$ cat config.mk
export PLATFORM = sky130hd
export DESIGN_NAME = grid_astar_path_search
export DESIGN_NICKNAME = d
export VERILOG_FILES = /design/src/rtl/core/gaps_pkg.sv /design/src/rtl/core/gaps_ram.sv /design/src/rtl/core/gaps_min_unit.sv /design/src/rtl/core/grid_astar_path_search.sv
export SDC_FILE = /design/constraint.sdc
export NUM_CORES = 2
export LEC_CHECK = 0
export BUFFER_PORTS_ARGS = -buffer_cell sky130_fd_sc_hd__buf_2
export CORE_MARGIN = 2
export CORE_UTILIZATION = 60
export DETAILED_ROUTE_END_ITERATION = 8
export PLACE_DENSITY = 0.76
export SLEW_MARGIN = 0
export SYNTH_ARGS = -nofsm -noshare
export SYNTH_HDL_FRONTEND = slang
export SYNTH_HIERARCHICAL = 1
export SYNTH_SLANG_ARGS = --single-unit
$ cat constraint.sdc
create_clock -name i_clk -period 8.4 [get_ports i_clk]
set_clock_uncertainty 0.15 [all_clocks]
set_input_delay 0 -clock i_clk [delete_from_list [all_inputs] [get_ports i_clk]]
set_output_delay 0 -clock i_clk [all_outputs]
set_load 0.005 [all_outputs]
$ cat src/rtl/core/gaps_pkg.sv
`timescale 1ns / 1ps
// ----------------------------------------------------------------------------
// Grid path search package
// Word types, command and status codes and a control bundle shared by the
// grid path search modules.
// ----------------------------------------------------------------------------
package gaps_pkg;

    localparam int FIELD_W = 3;
    localparam int DIM_W   = 4;

    localparam logic [1:0] CMD_SET   = 2'd0;
    localparam logic [1:0] CMD_CLEAR = 2'd1;
    localparam logic [1:0] CMD_FIND  = 2'd2;

    localparam logic [1:0] ST_PATH    = 2'd0;
    localparam logic [1:0] ST_EMPTY   = 2'd1;
    localparam logic [1:0] ST_NONE    = 2'd2;
    localparam logic [1:0] ST_OUTSIDE = 2'd3;

    localparam logic CFG_WIDTH  = 1'b0;
    localparam logic CFG_HEIGHT = 1'b1;

    localparam logic [1:0] DIR_POS_X = 2'd0;
    localparam logic [1:0] DIR_POS_Y = 2'd1;
    localparam logic [1:0] DIR_NEG_X = 2'd2;
    localparam logic [1:0] DIR_NEG_Y = 2'd3;

    typedef struct packed {
        logic [1:0]         command;
        logic [FIELD_W-1:0] cell_x;
        logic [FIELD_W-1:0] cell_y;
        logic [FIELD_W-1:0] goal_x;
        logic [FIELD_W-1:0] goal_y;
    } t_in_word;

    typedef struct packed {
        logic [1:0]         status;
        logic [FIELD_W-1:0] step_x;
        logic [FIELD_W-1:0] step_y;
        logic               last;
    } t_out_word;

    typedef struct packed {
        logic clear;
        logic eval;
    } t_min_ctl;

endpackage

$ cat src/rtl/core/gaps_ram.sv
`timescale 1ns / 1ps
// ----------------------------------------------------------------------------
// Generic RAM
// One write port and one read port with registered read data.
// ----------------------------------------------------------------------------
module gaps_ram #(
    parameter int WIDTH = 8,
    parameter int DEPTH = 64
) (
    input  logic                     i_clk,
    input  logic                     i_we,
    input  logic [$clog2(DEPTH)-1:0] i_waddr,
    input  logic [WIDTH-1:0]         i_wdata,
    input  logic [$clog2(DEPTH)-1:0] i_raddr,
    output logic [WIDTH-1:0]         o_rdata
);

    logic [WIDTH-1:0] r_mem [DEPTH];
    logic [WIDTH-1:0] r_rdata;

    always_ff @(posedge i_clk) begin
        if (i_we) begin
            r_mem[i_waddr] <= i_wdata;
        end
        r_rdata <= r_mem[i_raddr];
    end

    assign o_rdata = r_rdata;

endmodule

$ cat src/rtl/core/gaps_min_unit.sv
`timescale 1ns / 1ps
// ----------------------------------------------------------------------------
// Minimum f unit
// Forms f = g + Manhattan distance to the goal for one open cell per cycle
// and keeps the first cell with the smallest f seen since the last clear.
// ----------------------------------------------------------------------------
module gaps_min_unit #(
    parameter int XW = 3,
    parameter int YW = 3
) (
    input  logic                 i_clk,
    input  logic                 i_rst_n,
    input  gaps_pkg::t_min_ctl   i_ctl,
    input  logic [XW+YW-1:0]     i_cell,
    input  logic [XW+YW:0]       i_cost,
    input  logic [XW+YW-1:0]     i_goal,
    output logic                 o_found,
    output logic [XW+YW-1:0]     o_best,
    output logic [XW+YW:0]       o_best_cost
);

    localparam int CW = XW + YW;
    localparam int FW = CW + 2;

    logic [XW-1:0] w_cx;
    logic [XW-1:0] w_gx;
    logic [YW-1:0] w_cy;
    logic [YW-1:0] w_gy;
    logic [XW-1:0] w_dx;
    logic [YW-1:0] w_dy;
    logic [FW-1:0] w_f;
    logic          r_found;
    logic [CW-1:0] r_best;
    logic [CW:0]   r_best_cost;
    logic [FW-1:0] r_best_f;

    assign w_cx = i_cell[XW-1:0];
    assign w_cy = i_cell[CW-1:XW];
    assign w_gx = i_goal[XW-1:0];
    assign w_gy = i_goal[CW-1:XW];
    assign w_dx = (w_cx >= w_gx) ? (w_cx - w_gx) : (w_gx - w_cx);
    assign w_dy = (w_cy >= w_gy) ? (w_cy - w_gy) : (w_gy - w_cy);
    assign w_f  = FW'(i_cost) + FW'(w_dx) + FW'(w_dy);

    always_ff @(posedge i_clk) begin
        if (!i_rst_n) begin
            r_found <= 1'b0;
        end else if (i_ctl.clear) begin
            r_found <= 1'b0;
        end else if (i_ctl.eval && (!r_found || w_f < r_best_f)) begin
            r_found     <= 1'b1;
            r_best      <= i_cell;
            r_best_cost <= i_cost;
            r_best_f    <= w_f;
        end
    end

    assign o_found     = r_found;
    assign o_best      = r_best;
    assign o_best_cost = r_best_cost;

endmodule

$ cat src/rtl/core/grid_astar_path_search.sv
`timescale 1ns / 1ps
// ----------------------------------------------------------------------------
// Grid A* path search
// Obstacle map with a 4-neighbour A* search over a small grid.
// ----------------------------------------------------------------------------
// A find path word holds the block busy for the whole search: every expansion
// scans all MAX_COLUMNS*MAX_ROWS cells through one cost memory read port and
// one shared f compare unit, then tries the four neighbours in turn. The path
// is traced back at one cell per cycle and then sent out one cell at a time,
// each cell read from the stack memory before it waits for the receiver.
// ----------------------------------------------------------------------------
module grid_astar_path_search #(
    parameter int MAX_COLUMNS = 8,
    parameter int MAX_ROWS    = 8
) (
    input  logic                          i_clk,
    input  logic                          i_rst_n,
    input  logic                          i_valid,
    output logic                          o_ready,
    input  gaps_pkg::t_in_word            i_data,
    output logic                          o_valid,
    input  logic                          i_ready,
    output gaps_pkg::t_out_word           o_data,
    input  logic                          i_cfg_valid,
    output logic                          o_cfg_ready,
    input  logic                          i_cfg_index,
    input  logic [gaps_pkg::DIM_W-1:0]    i_cfg_data
);

    localparam int XW     = $clog2(MAX_COLUMNS);
    localparam int YW     = $clog2(MAX_ROWS);
    localparam int CW     = XW + YW;
    localparam int NMEM   = 1 << CW;
    localparam int NCELLS = MAX_COLUMNS * MAX_ROWS;
    localparam int DW     = gaps_pkg::DIM_W;

    typedef enum logic [9:0] {
        S_IDLE      = 10'b0000000001,
        S_SCAN      = 10'b0000000010,
        S_SCAN_TAIL = 10'b0000000100,
        S_DECIDE    = 10'b0000001000,
        S_EXP_RD    = 10'b0000010000,
        S_EXP_WR    = 10'b0000100000,
        S_TRACE     = 10'b0001000000,
        S_EMIT_RD   = 10'b0010000000,
        S_EMIT_OUT  = 10'b0100000000,
        S_STATUS    = 10'b1000000000
    } t_state;

    t_state                r_state;
    logic [DW-1:0]         r_cfg_w;
    logic [DW-1:0]         r_cfg_h;
    logic [NMEM-1:0]       r_obst;
    logic [NMEM-1:0]       r_disc;
    logic [NMEM-1:0]       r_open;
    logic [CW-1:0]         r_start;
    logic [CW-1:0]         r_goal;
    logic [XW-1:0]         r_sx;
    logic [YW-1:0]         r_sy;
    logic                  r_ev_valid;
    logic [CW-1:0]         r_ev_cell;
    logic [1:0]            r_dir;
    logic [CW-1:0]         r_nb;
    logic [CW:0]           r_n;
    logic [CW-1:0]         r_pos;
    logic [1:0]            r_status;
    logic                  r_out_valid;
    gaps_pkg::t_out_word   r_out;

    logic [DW-1:0]         w_w;
    logic [DW-1:0]         w_h;
    logic                  w_accept;
    logic [DW-1:0]         w_sx4;
    logic [DW-1:0]         w_sy4;
    logic [DW-1:0]         w_gx4;
    logic [DW-1:0]         w_gy4;
    logic                  w_in_store;
    logic                  w_outside;
    logic [CW-1:0]         w_in_cell;
    logic [CW-1:0]         w_in_goal;
    logic                  w_find_go;
    logic                  w_scan_last;
    logic [DW-1:0]         w_bx;
    logic [DW-1:0]         w_by;
    logic [DW-1:0]         w_nx;
    logic [DW-1:0]         w_ny;
    logic                  w_nb_ok;
    logic [CW-1:0]         w_nb;
    logic                  w_nb_valid;
    logic [CW:0]           w_g;
    logic                  w_upd;
    logic                  w_out_free;
    logic                  w_out_load;
    gaps_pkg::t_min_ctl    w_min_ctl;
    logic                  w_found;
    logic [CW-1:0]         w_best;
    logic [CW:0]           w_best_cost;

    logic                  w_cost_we;
    logic [CW-1:0]         w_cost_waddr;
    logic [CW:0]           w_cost_wdata;
    logic [CW-1:0]         w_cost_raddr;
    logic [CW:0]           w_cost_rdata;
    logic                  w_par_we;
    logic [CW-1:0]         w_par_raddr;
    logic [CW-1:0]         w_par_rdata;
    logic                  w_stk_we;
    logic [CW-1:0]         w_stk_rdata;

    assign w_w = (r_cfg_w > DW'(MAX_COLUMNS)) ? DW'(MAX_COLUMNS) : r_cfg_w;
    assign w_h = (r_cfg_h > DW'(MAX_ROWS)) ? DW'(MAX_ROWS) : r_cfg_h;

    assign o_ready     = (r_state == S_IDLE);
    assign o_cfg_ready = 1'b1;
    assign w_accept    = i_valid && o_ready;

    assign w_sx4      = DW'(i_data.cell_x);
    assign w_sy4      = DW'(i_data.cell_y);
    assign w_gx4      = DW'(i_data.goal_x);
    assign w_gy4      = DW'(i_data.goal_y);
    assign w_in_store = (w_sx4 < DW'(MAX_COLUMNS)) && (w_sy4 < DW'(MAX_ROWS));
    assign w_outside  = (w_sx4 >= w_w) || (w_sy4 >= w_h) || (w_gx4 >= w_w) || (w_gy4 >= w_h);
    assign w_in_cell  = {i_data.cell_y[YW-1:0], i_data.cell_x[XW-1:0]};
    assign w_in_goal  = {i_data.goal_y[YW-1:0], i_data.goal_x[XW-1:0]};
    assign w_find_go  = w_accept && (i_data.command == gaps_pkg::CMD_FIND) && !w_outside
                        && (w_in_cell != w_in_goal);

    assign w_scan_last = (r_sx == XW'(MAX_COLUMNS - 1)) && (r_sy == YW'(MAX_ROWS - 1));

    assign w_bx = DW'(w_best[XW-1:0]);
    assign w_by = DW'(w_best[CW-1:XW]);

    always_comb begin
        w_nx    = w_bx;
        w_ny    = w_by;
        w_nb_ok = 1'b0;
        unique case (r_dir)
            gaps_pkg::DIR_POS_X: begin
                w_nx    = w_bx + DW'(1);
                w_nb_ok = (w_bx + DW'(1)) < w_w;
            end
            gaps_pkg::DIR_POS_Y: begin
                w_ny    = w_by + DW'(1);
                w_nb_ok = (w_by + DW'(1)) < w_h;
            end
            gaps_pkg::DIR_NEG_X: begin
                w_nx    = w_bx - DW'(1);
                w_nb_ok = (w_bx != '0);
            end
            default: begin
                w_ny    = w_by - DW'(1);
                w_nb_ok = (w_by != '0);
            end
        endcase
    end

    assign w_nb       = {w_ny[YW-1:0], w_nx[XW-1:0]};
    assign w_nb_valid = w_nb_ok && !(r_obst[w_nb] && (w_nb != r_goal));
    assign w_g        = w_best_cost + (CW+1)'(1);
    assign w_upd      = !r_disc[r_nb] || (w_g < w_cost_rdata);
    assign w_out_free = !r_out_valid || i_ready;
    assign w_out_load = ((r_state == S_EMIT_OUT) || (r_state == S_STATUS)) && w_out_free;

    assign w_min_ctl.clear = (r_state == S_SCAN) && (r_sx == '0) && (r_sy == '0);
    assign w_min_ctl.eval  = r_ev_valid && r_open[r_ev_cell];

    assign w_cost_we    = w_find_go || ((r_state == S_EXP_WR) && w_upd);
    assign w_cost_waddr = (r_state == S_EXP_WR) ? r_nb : w_in_cell;
    assign w_cost_wdata = (r_state == S_EXP_WR) ? w_g : '0;
    assign w_cost_raddr = (r_state == S_EXP_RD) ? w_nb : {r_sy, r_sx};
    assign w_par_we     = (r_state == S_EXP_WR) && w_upd;
    assign w_par_raddr  = (r_state == S_TRACE) ? w_par_rdata : r_goal;
    assign w_stk_we     = (r_state == S_TRACE) && (w_par_rdata != r_start)
                          && (r_n != (CW+1)'(NCELLS));

    gaps_min_unit #(
        .XW (XW),
        .YW (YW)
    ) u_min (
        .i_clk       (i_clk),
        .i_rst_n     (i_rst_n),
        .i_ctl       (w_min_ctl),
        .i_cell      (r_ev_cell),
        .i_cost      (w_cost_rdata),
        .i_goal      (r_goal),
        .o_found     (w_found),
        .o_best      (w_best),
        .o_best_cost (w_best_cost)
    );

    gaps_ram #(
        .WIDTH (CW + 1),
        .DEPTH (NMEM)
    ) u_cost_ram (
        .i_clk   (i_clk),
        .i_we    (w_cost_we),
        .i_waddr (w_cost_waddr),
        .i_wdata (w_cost_wdata),
        .i_raddr (w_cost_raddr),
        .o_rdata (w_cost_rdata)
    );

    gaps_ram #(
        .WIDTH (CW),
        .DEPTH (NMEM)
    ) u_parent_ram (
        .i_clk   (i_clk),
        .i_we    (w_par_we),
        .i_waddr (r_nb),
        .i_wdata (w_best),
        .i_raddr (w_par_raddr),
        .o_rdata (w_par_rdata)
    );

    gaps_ram #(
        .WIDTH (CW),
        .DEPTH (NMEM)
    ) u_stack_ram (
        .i_clk   (i_clk),
        .i_we    (w_stk_we),
        .i_waddr (r_n[CW-1:0]),
        .i_wdata (w_par_rdata),
        .i_raddr (r_pos),
        .o_rdata (w_stk_rdata)
    );

    always_ff @(posedge i_clk) begin
        if (!i_rst_n) begin
            r_state     <= S_IDLE;
            r_cfg_w     <= DW'(8);
            r_cfg_h     <= DW'(8);
            r_obst      <= '0;
            r_disc      <= '0;
            r_open      <= '0;
            r_sx        <= '0;
            r_sy        <= '0;
            r_ev_valid  <= 1'b0;
            r_out_valid <= 1'b0;
        end else begin
            if (i_cfg_valid) begin
                if (i_cfg_index == gaps_pkg::CFG_WIDTH) begin
                    r_cfg_w <= i_cfg_data;
                end else begin
                    r_cfg_h <= i_cfg_data;
                end
            end
            if (w_out_load) begin
                r_out_valid <= 1'b1;
            end else if (r_out_valid && i_ready) begin
                r_out_valid <= 1'b0;
            end
            r_ev_valid <= (r_state == S_SCAN);
            unique case (r_state)
                S_IDLE: begin
                    if (w_accept) begin
                        unique case (i_data.command)
                            gaps_pkg::CMD_SET, gaps_pkg::CMD_CLEAR: begin
                                if (w_in_store) begin
                                    r_obst[w_in_cell] <= (i_data.command == gaps_pkg::CMD_SET);
                                end
                            end
                            gaps_pkg::CMD_FIND: begin
                                r_start <= w_in_cell;
                                r_goal  <= w_in_goal;
                                if (w_outside) begin
                                    r_status <= gaps_pkg::ST_OUTSIDE;
                                    r_state  <= S_STATUS;
                                end else if (w_in_cell == w_in_goal) begin
                                    r_status <= gaps_pkg::ST_EMPTY;
                                    r_state  <= S_STATUS;
                                end else begin
                                    r_disc  <= NMEM'(1) << w_in_cell;
                                    r_open  <= NMEM'(1) << w_in_cell;
                                    r_state <= S_SCAN;
                                end
                            end
                            default: begin
                            end
                        endcase
                    end
                end
                S_SCAN: begin
                    r_ev_cell <= {r_sy, r_sx};
                    if (r_sx == XW'(MAX_COLUMNS - 1)) begin
                        r_sx <= '0;
                        r_sy <= w_scan_last ? '0 : r_sy + YW'(1);
                    end else begin
                        r_sx <= r_sx + XW'(1);
                    end
                    if (w_scan_last) begin
                        r_state <= S_SCAN_TAIL;
                    end
                end
                S_SCAN_TAIL: begin
                    r_state <= S_DECIDE;
                end
                S_DECIDE: begin
                    if (!w_found) begin
                        r_status <= gaps_pkg::ST_NONE;
                        r_state  <= S_STATUS;
                    end else if (w_best == r_goal) begin
                        r_n     <= '0;
                        r_state <= S_TRACE;
                    end else begin
                        r_open[w_best] <= 1'b0;
                        r_dir          <= gaps_pkg::DIR_POS_X;
                        r_state        <= S_EXP_RD;
                    end
                end
                S_EXP_RD: begin
                    if (w_nb_valid) begin
                        r_nb    <= w_nb;
                        r_state <= S_EXP_WR;
                    end else if (r_dir == gaps_pkg::DIR_NEG_Y) begin
                        r_state <= S_SCAN;
                    end else begin
                        r_dir <= r_dir + 2'd1;
                    end
                end
                S_EXP_WR: begin
                    if (w_upd) begin
                        r_disc[r_nb] <= 1'b1;
                        r_open[r_nb] <= 1'b1;
                    end
                    if (r_dir == gaps_pkg::DIR_NEG_Y) begin
                        r_state <= S_SCAN;
                    end else begin
                        r_dir   <= r_dir + 2'd1;
                        r_state <= S_EXP_RD;
                    end
                end
                S_TRACE: begin
                    if (w_stk_we) begin
                        r_n <= r_n + (CW+1)'(1);
                    end else if (r_n == '0) begin
                        r_status <= gaps_pkg::ST_EMPTY;
                        r_state  <= S_STATUS;
                    end else begin
                        r_pos   <= CW'(r_n - (CW+1)'(1));
                        r_state <= S_EMIT_RD;
                    end
                end
                S_EMIT_RD: begin
                    r_state <= S_EMIT_OUT;
                end
                S_EMIT_OUT: begin
                    if (w_out_free) begin
                        r_out.status  <= gaps_pkg::ST_PATH;
                        r_out.step_x  <= gaps_pkg::FIELD_W'(w_stk_rdata[XW-1:0]);
                        r_out.step_y  <= gaps_pkg::FIELD_W'(w_stk_rdata[CW-1:XW]);
                        r_out.last    <= (r_pos == '0);
                        if (r_pos == '0) begin
                            r_state <= S_IDLE;
                        end else begin
                            r_pos   <= r_pos - CW'(1);
                            r_state <= S_EMIT_RD;
                        end
                    end
                end
                S_STATUS: begin
                    if (w_out_free) begin
                        r_out.status <= r_status;
                        r_out.step_x <= '0;
                        r_out.step_y <= '0;
                        r_out.last   <= 1'b1;
                        r_state      <= S_IDLE;
                    end
                end
                default: begin
                    r_state <= S_IDLE;
                end
            endcase
        end
    end

    assign o_valid = r_out_valid;
    assign o_data  = r_out;

    a_status_word_form: assert property (@(posedge i_clk) disable iff (!i_rst_n)
        o_valid && (o_data.status != gaps_pkg::ST_PATH)
        |-> o_data.last && (o_data.step_x == '0) && (o_data.step_y == '0))
        else $error("status word with coordinates or without last");

    a_no_obstacle_entry: assert property (@(posedge i_clk) disable iff (!i_rst_n)
        (r_state == S_EXP_WR) |-> (!r_obst[r_nb] || (r_nb == r_goal)))
        else $error("expansion entered an obstacle cell");

    a_path_in_grid: assert property (@(posedge i_clk) disable iff (!i_rst_n)
        o_valid && (o_data.status == gaps_pkg::ST_PATH)
        |-> (DW'(o_data.step_x) < w_w) && (DW'(o_data.step_y) < w_h))
        else $error("path cell outside the grid");

    a_busy_while_search: assert property (@(posedge i_clk) disable iff (!i_rst_n)
        $past(w_find_go) |-> (r_state == S_SCAN) && r_open[r_start])
        else $error("search did not start with the start cell open");

endmodule

==> impl_metrics.yaml <==
outcome:
  status: "complete, but fails checks"
  violations: "DRC"
power:
  p_seq_share_pct: 52.5
  p_sw_share_pct: 22.2
  vdd_drop_max_v: 0.000191
  p_switching_mw: 3.50
  clkPwrFrac_pct: 42.6
  p_int_mw: 12.3
  comb_power_share_pct: 4.9
  pwr_density_cell_mw_per_mm2: 217
  p_leak_nw: 24.0
cells_and_area:
  n_fill_cell: 7130
  fin_util_pct: 66.6
  drive_gt1_share_pct: 17.0
  final_nets: 4505
  area_growth_pct: 10.0
global_route:
  grt_pass1_wl_um: 253000
  antenna_found_initial: 9
  gr-usage-all-layers_pct: 30.0
  grt_max_degree: 107
  grt_overflow: 0
  grt_pass1_vias: 40000
sta:
  final_hold_viol_count: 0
  slew_viol_final: 0
  min_period_over_period_pct: 74.3
  layout_min_cycle_time_ns: 6.24
  worst_pin_slew_ns: 1.33
  rsz0062_at_grt: "false"
  setup_tns_ns: 0
  fmax_mhz: 160
  finalSetupViolCount: 0
  slew_headroom_pct: 10.6
floorplanning:
  die_w_um: 336
  start_util_pct: 60.6
  dieArea_mm2: 0.113
  io_pins: 36
  core_mm2: 0.109
  die_h_um: 336
  rows: 121
clock_network:
  cts_root_buf: "clkbuf_16"
  cts.sinks: 1525
  max-clock-path-buffers: 3
  cts_buffers: 152
  cts_max_level: 4
  cts_tree: "yes"
  path_clk_slew_ns: 0.06
  cts_setup_buffers: 0
  clk_latency_ns: 0.80
synthesis:
  synth_flop_cell: "edfxtp_1"
  synthArstFlopShare_pct: 0
  syn-num-nets: 4515
  synth.top_cell.area_share_pct: 58.5
  synthesis.area_mm2: 0.0660
  ys_top_cells_by_area: "edfxtp_1 59%, mux4_2 11%, dfxtp_1 7.2%, nor2_1 2.8%, a211oi_1 1.7%"
  netlist_instances: 4423
  avgSynthCellArea_um2: 14.9
  yosysWarnings: 6
  synth_commonest_cells: "1287 x edfxtp_1, 490 x nor2_1, 321 x mux4_2"
  synth_top_area_cell: "edfxtp_1"
  synthMostInstantiatedCell: "edfxtp_1"
  ys_ff_latch: 1525
  synth_edf_count: 1287
  ys_seq_area_share_pct: 65.8
  synth_cell_types: 90
worst_setup_path:
  crit_arrival_ns: 6.48
  critPathCaptureType: "register"
  critPathMaxStageDelay_ns: 1.13
  reg2regPathDepth: 15
  startpoint_type: "register"
  cpLargestDelayFamily: "compound AO/OA/AOI/OAI gates"
  cp.depth: 15
  slowest_stage: "edfxtp_1"
  critPathMaxFanout: 21
  cp_data_required_time_ns: 8.64
  crit_buf_inv: 2
  crit_type: "reg2reg"
  crit_chain: "inv_1, fa_1, mux2_2, o221ai_1, fa_1, inv_1, ha_1, a21o_1, a21oi_1, nor2_1, xor2_1, ha_1, a21oi_1, o2111ai_1, a211oi_4"
place:
  numPortBuffers: 34
  gp_congestion: 0.887
  hpwl_um: 102000
drt:
  route.detailed.drc: 9
  vias: 41500
  final_antenna_net_count: 0
  firstDrtPassIters: 9
  drt_iter0_drc: 5596
  via_per_inst: 6.97
  routedWlPerCell_um: 28.4
  wl_um: 169000
flow_run:
  cap_violations: 0
min_path:
  whs_path_depth: 4
  hold_path.class: "in2reg"
cells in the final DEF (no fill, tap or decap), types with 35 or more instances in the layout:
cell,instances
edfxtp_1,1287
nor2_1,488
mux4_2,321
dfxtp_1,232
nand2_1,227
a21oi_1,194
clkbuf_16,155
a211oi_1,150
o31ai_1,101
nor3_1,100
o22ai_1,88
mux2i_1,74
buf_4,70
inv_1,68
o21ai_0,67
nand3_1,66
ha_1,60
a31oi_1,41
dlygate4sd3_1,40
mux2_2,39
o221ai_1,35
power by group through the flow:
stage | combinational [mW] | clock, mW | sequential (mW)
floorplan | 0.510 | 0 | 8.45
global placement | 0.727 | 0 | 8.44
detailed placement | 0.740 | 0 | 8.44
CTS | 0.763 | 6.78 | 8.28
global route | 0.835 | 7.06 | 8.29
finish | 0.777 | 6.71 | 8.29
logic make-up after synthesis:
| family | Yosys count | synth area share (%) |
|---|---|---|
| xor+xnor | 50 | 0.703 |
| compound gates | 821 | 8.34 |
| other cells | 1 | 0.00568 |
| fa+ha+maj | 68 | 1.38 |
| mux | 449 | 13.3 |
| simple gates | 1125 | 7.85 |
| buf+inv | 384 | 2.67 |
| flops | 1525 | 65.8 |
path summary, 6_finish.rpt:
| path | from | endpoint | slack [ns] |
|---|---|---|---|
| hold reg to reg | r_open[54] | r_open[54] | 0.32 |
| setup / recovery | r_ev_cell[1] | u_min/o_best[1] | 2.16 |
| hold / removal | i_cfg_data[2] | r_cfg_w[2] | 0.04 |
| setup reg to reg | r_ev_cell[1] | u_min/o_best[1] | 2.16 |
state kept, by name, summed over array words and instances (netlist names), 6 cells and up:
signal and cells:
u_cost_ram/r_mem 448, u_parent_ram/r_mem 384, u_stack_ram/r_mem 384, r_disc 64
r_obst 64, r_open 64, r_state 10, o_data 9
u_min/r_best_f 8, r_n 7, u_cost_ram/o_rdata 7, u_min/o_best_cost 7
r_ev_cell 6, r_goal 6, r_nb 6, r_pos 6
r_start 6, u_min/o_best 6, u_parent_ram/o_rdata 6, u_stack_ram/o_rdata 6
what timing repair did:
| item | CTS | global route |
|---|---|---|
| endpoints found under the hold margin | 211 | 0 |
| gates resized for setup | 0 | 0 |
| hold buffers | 40 | 0 |
tightest hold or removal path: cells and delay by family:
family                 cells  cell delay, ns
buffers and inverters      2            0.75
and+or+nand+nor            1            0.09
muxes                      1            0.09
layout make-up:
class | instances | area [µm²] | area share, %
timing repair buffer | 145 | 1120 | 1.54
clock inverter | 87 | 912 | 1.26
multi-input combinational | 2514 | 21100 | 29.0
tap | 1414 | 1770 | 2.44
clock buffer | 192 | 4060 | 5.59
inverter | 75 | 287 | 0.395
sequential | 1525 | 43400 | 59.8
antenna | 5 | 12.5 | 0.0172
metrics by stage:
step / power, mW / instance area, µm² / hold slack (ns) / setup WS, ns / instances
2_1_floorplan: 8.96 / 66000 / -0.0511 / 2.59 / 4423
3_3_place_gp: 9.17 / 67200 / 0.111 / 2.50 / 5633
3_5_place_dp: 9.18 / 67200 / 0.111 / 2.28 / 5633
4_1_cts: 15.8 / 72600 / 0.0127 / 2.27 / 5952
5_1_grt: 16.2 / 72600 / 0.0500 / 2.02 / 5956
6_report: 15.8 / 72600 / 0.0418 / 2.16 / 5957
per-layer routing:
metal | track usage [%] | share of wire [%] | vias up
met4 | 12.0 | 4.1 | 8
met5 | 0 | 0.032 | -
met1 | 42.1 | 38 | 20800
met2 | 46.1 | 46 | 2793
li1 | - | - | 17400
met3 | 6.77 | 11 | 497
Power figures use the tool's default switching activity.
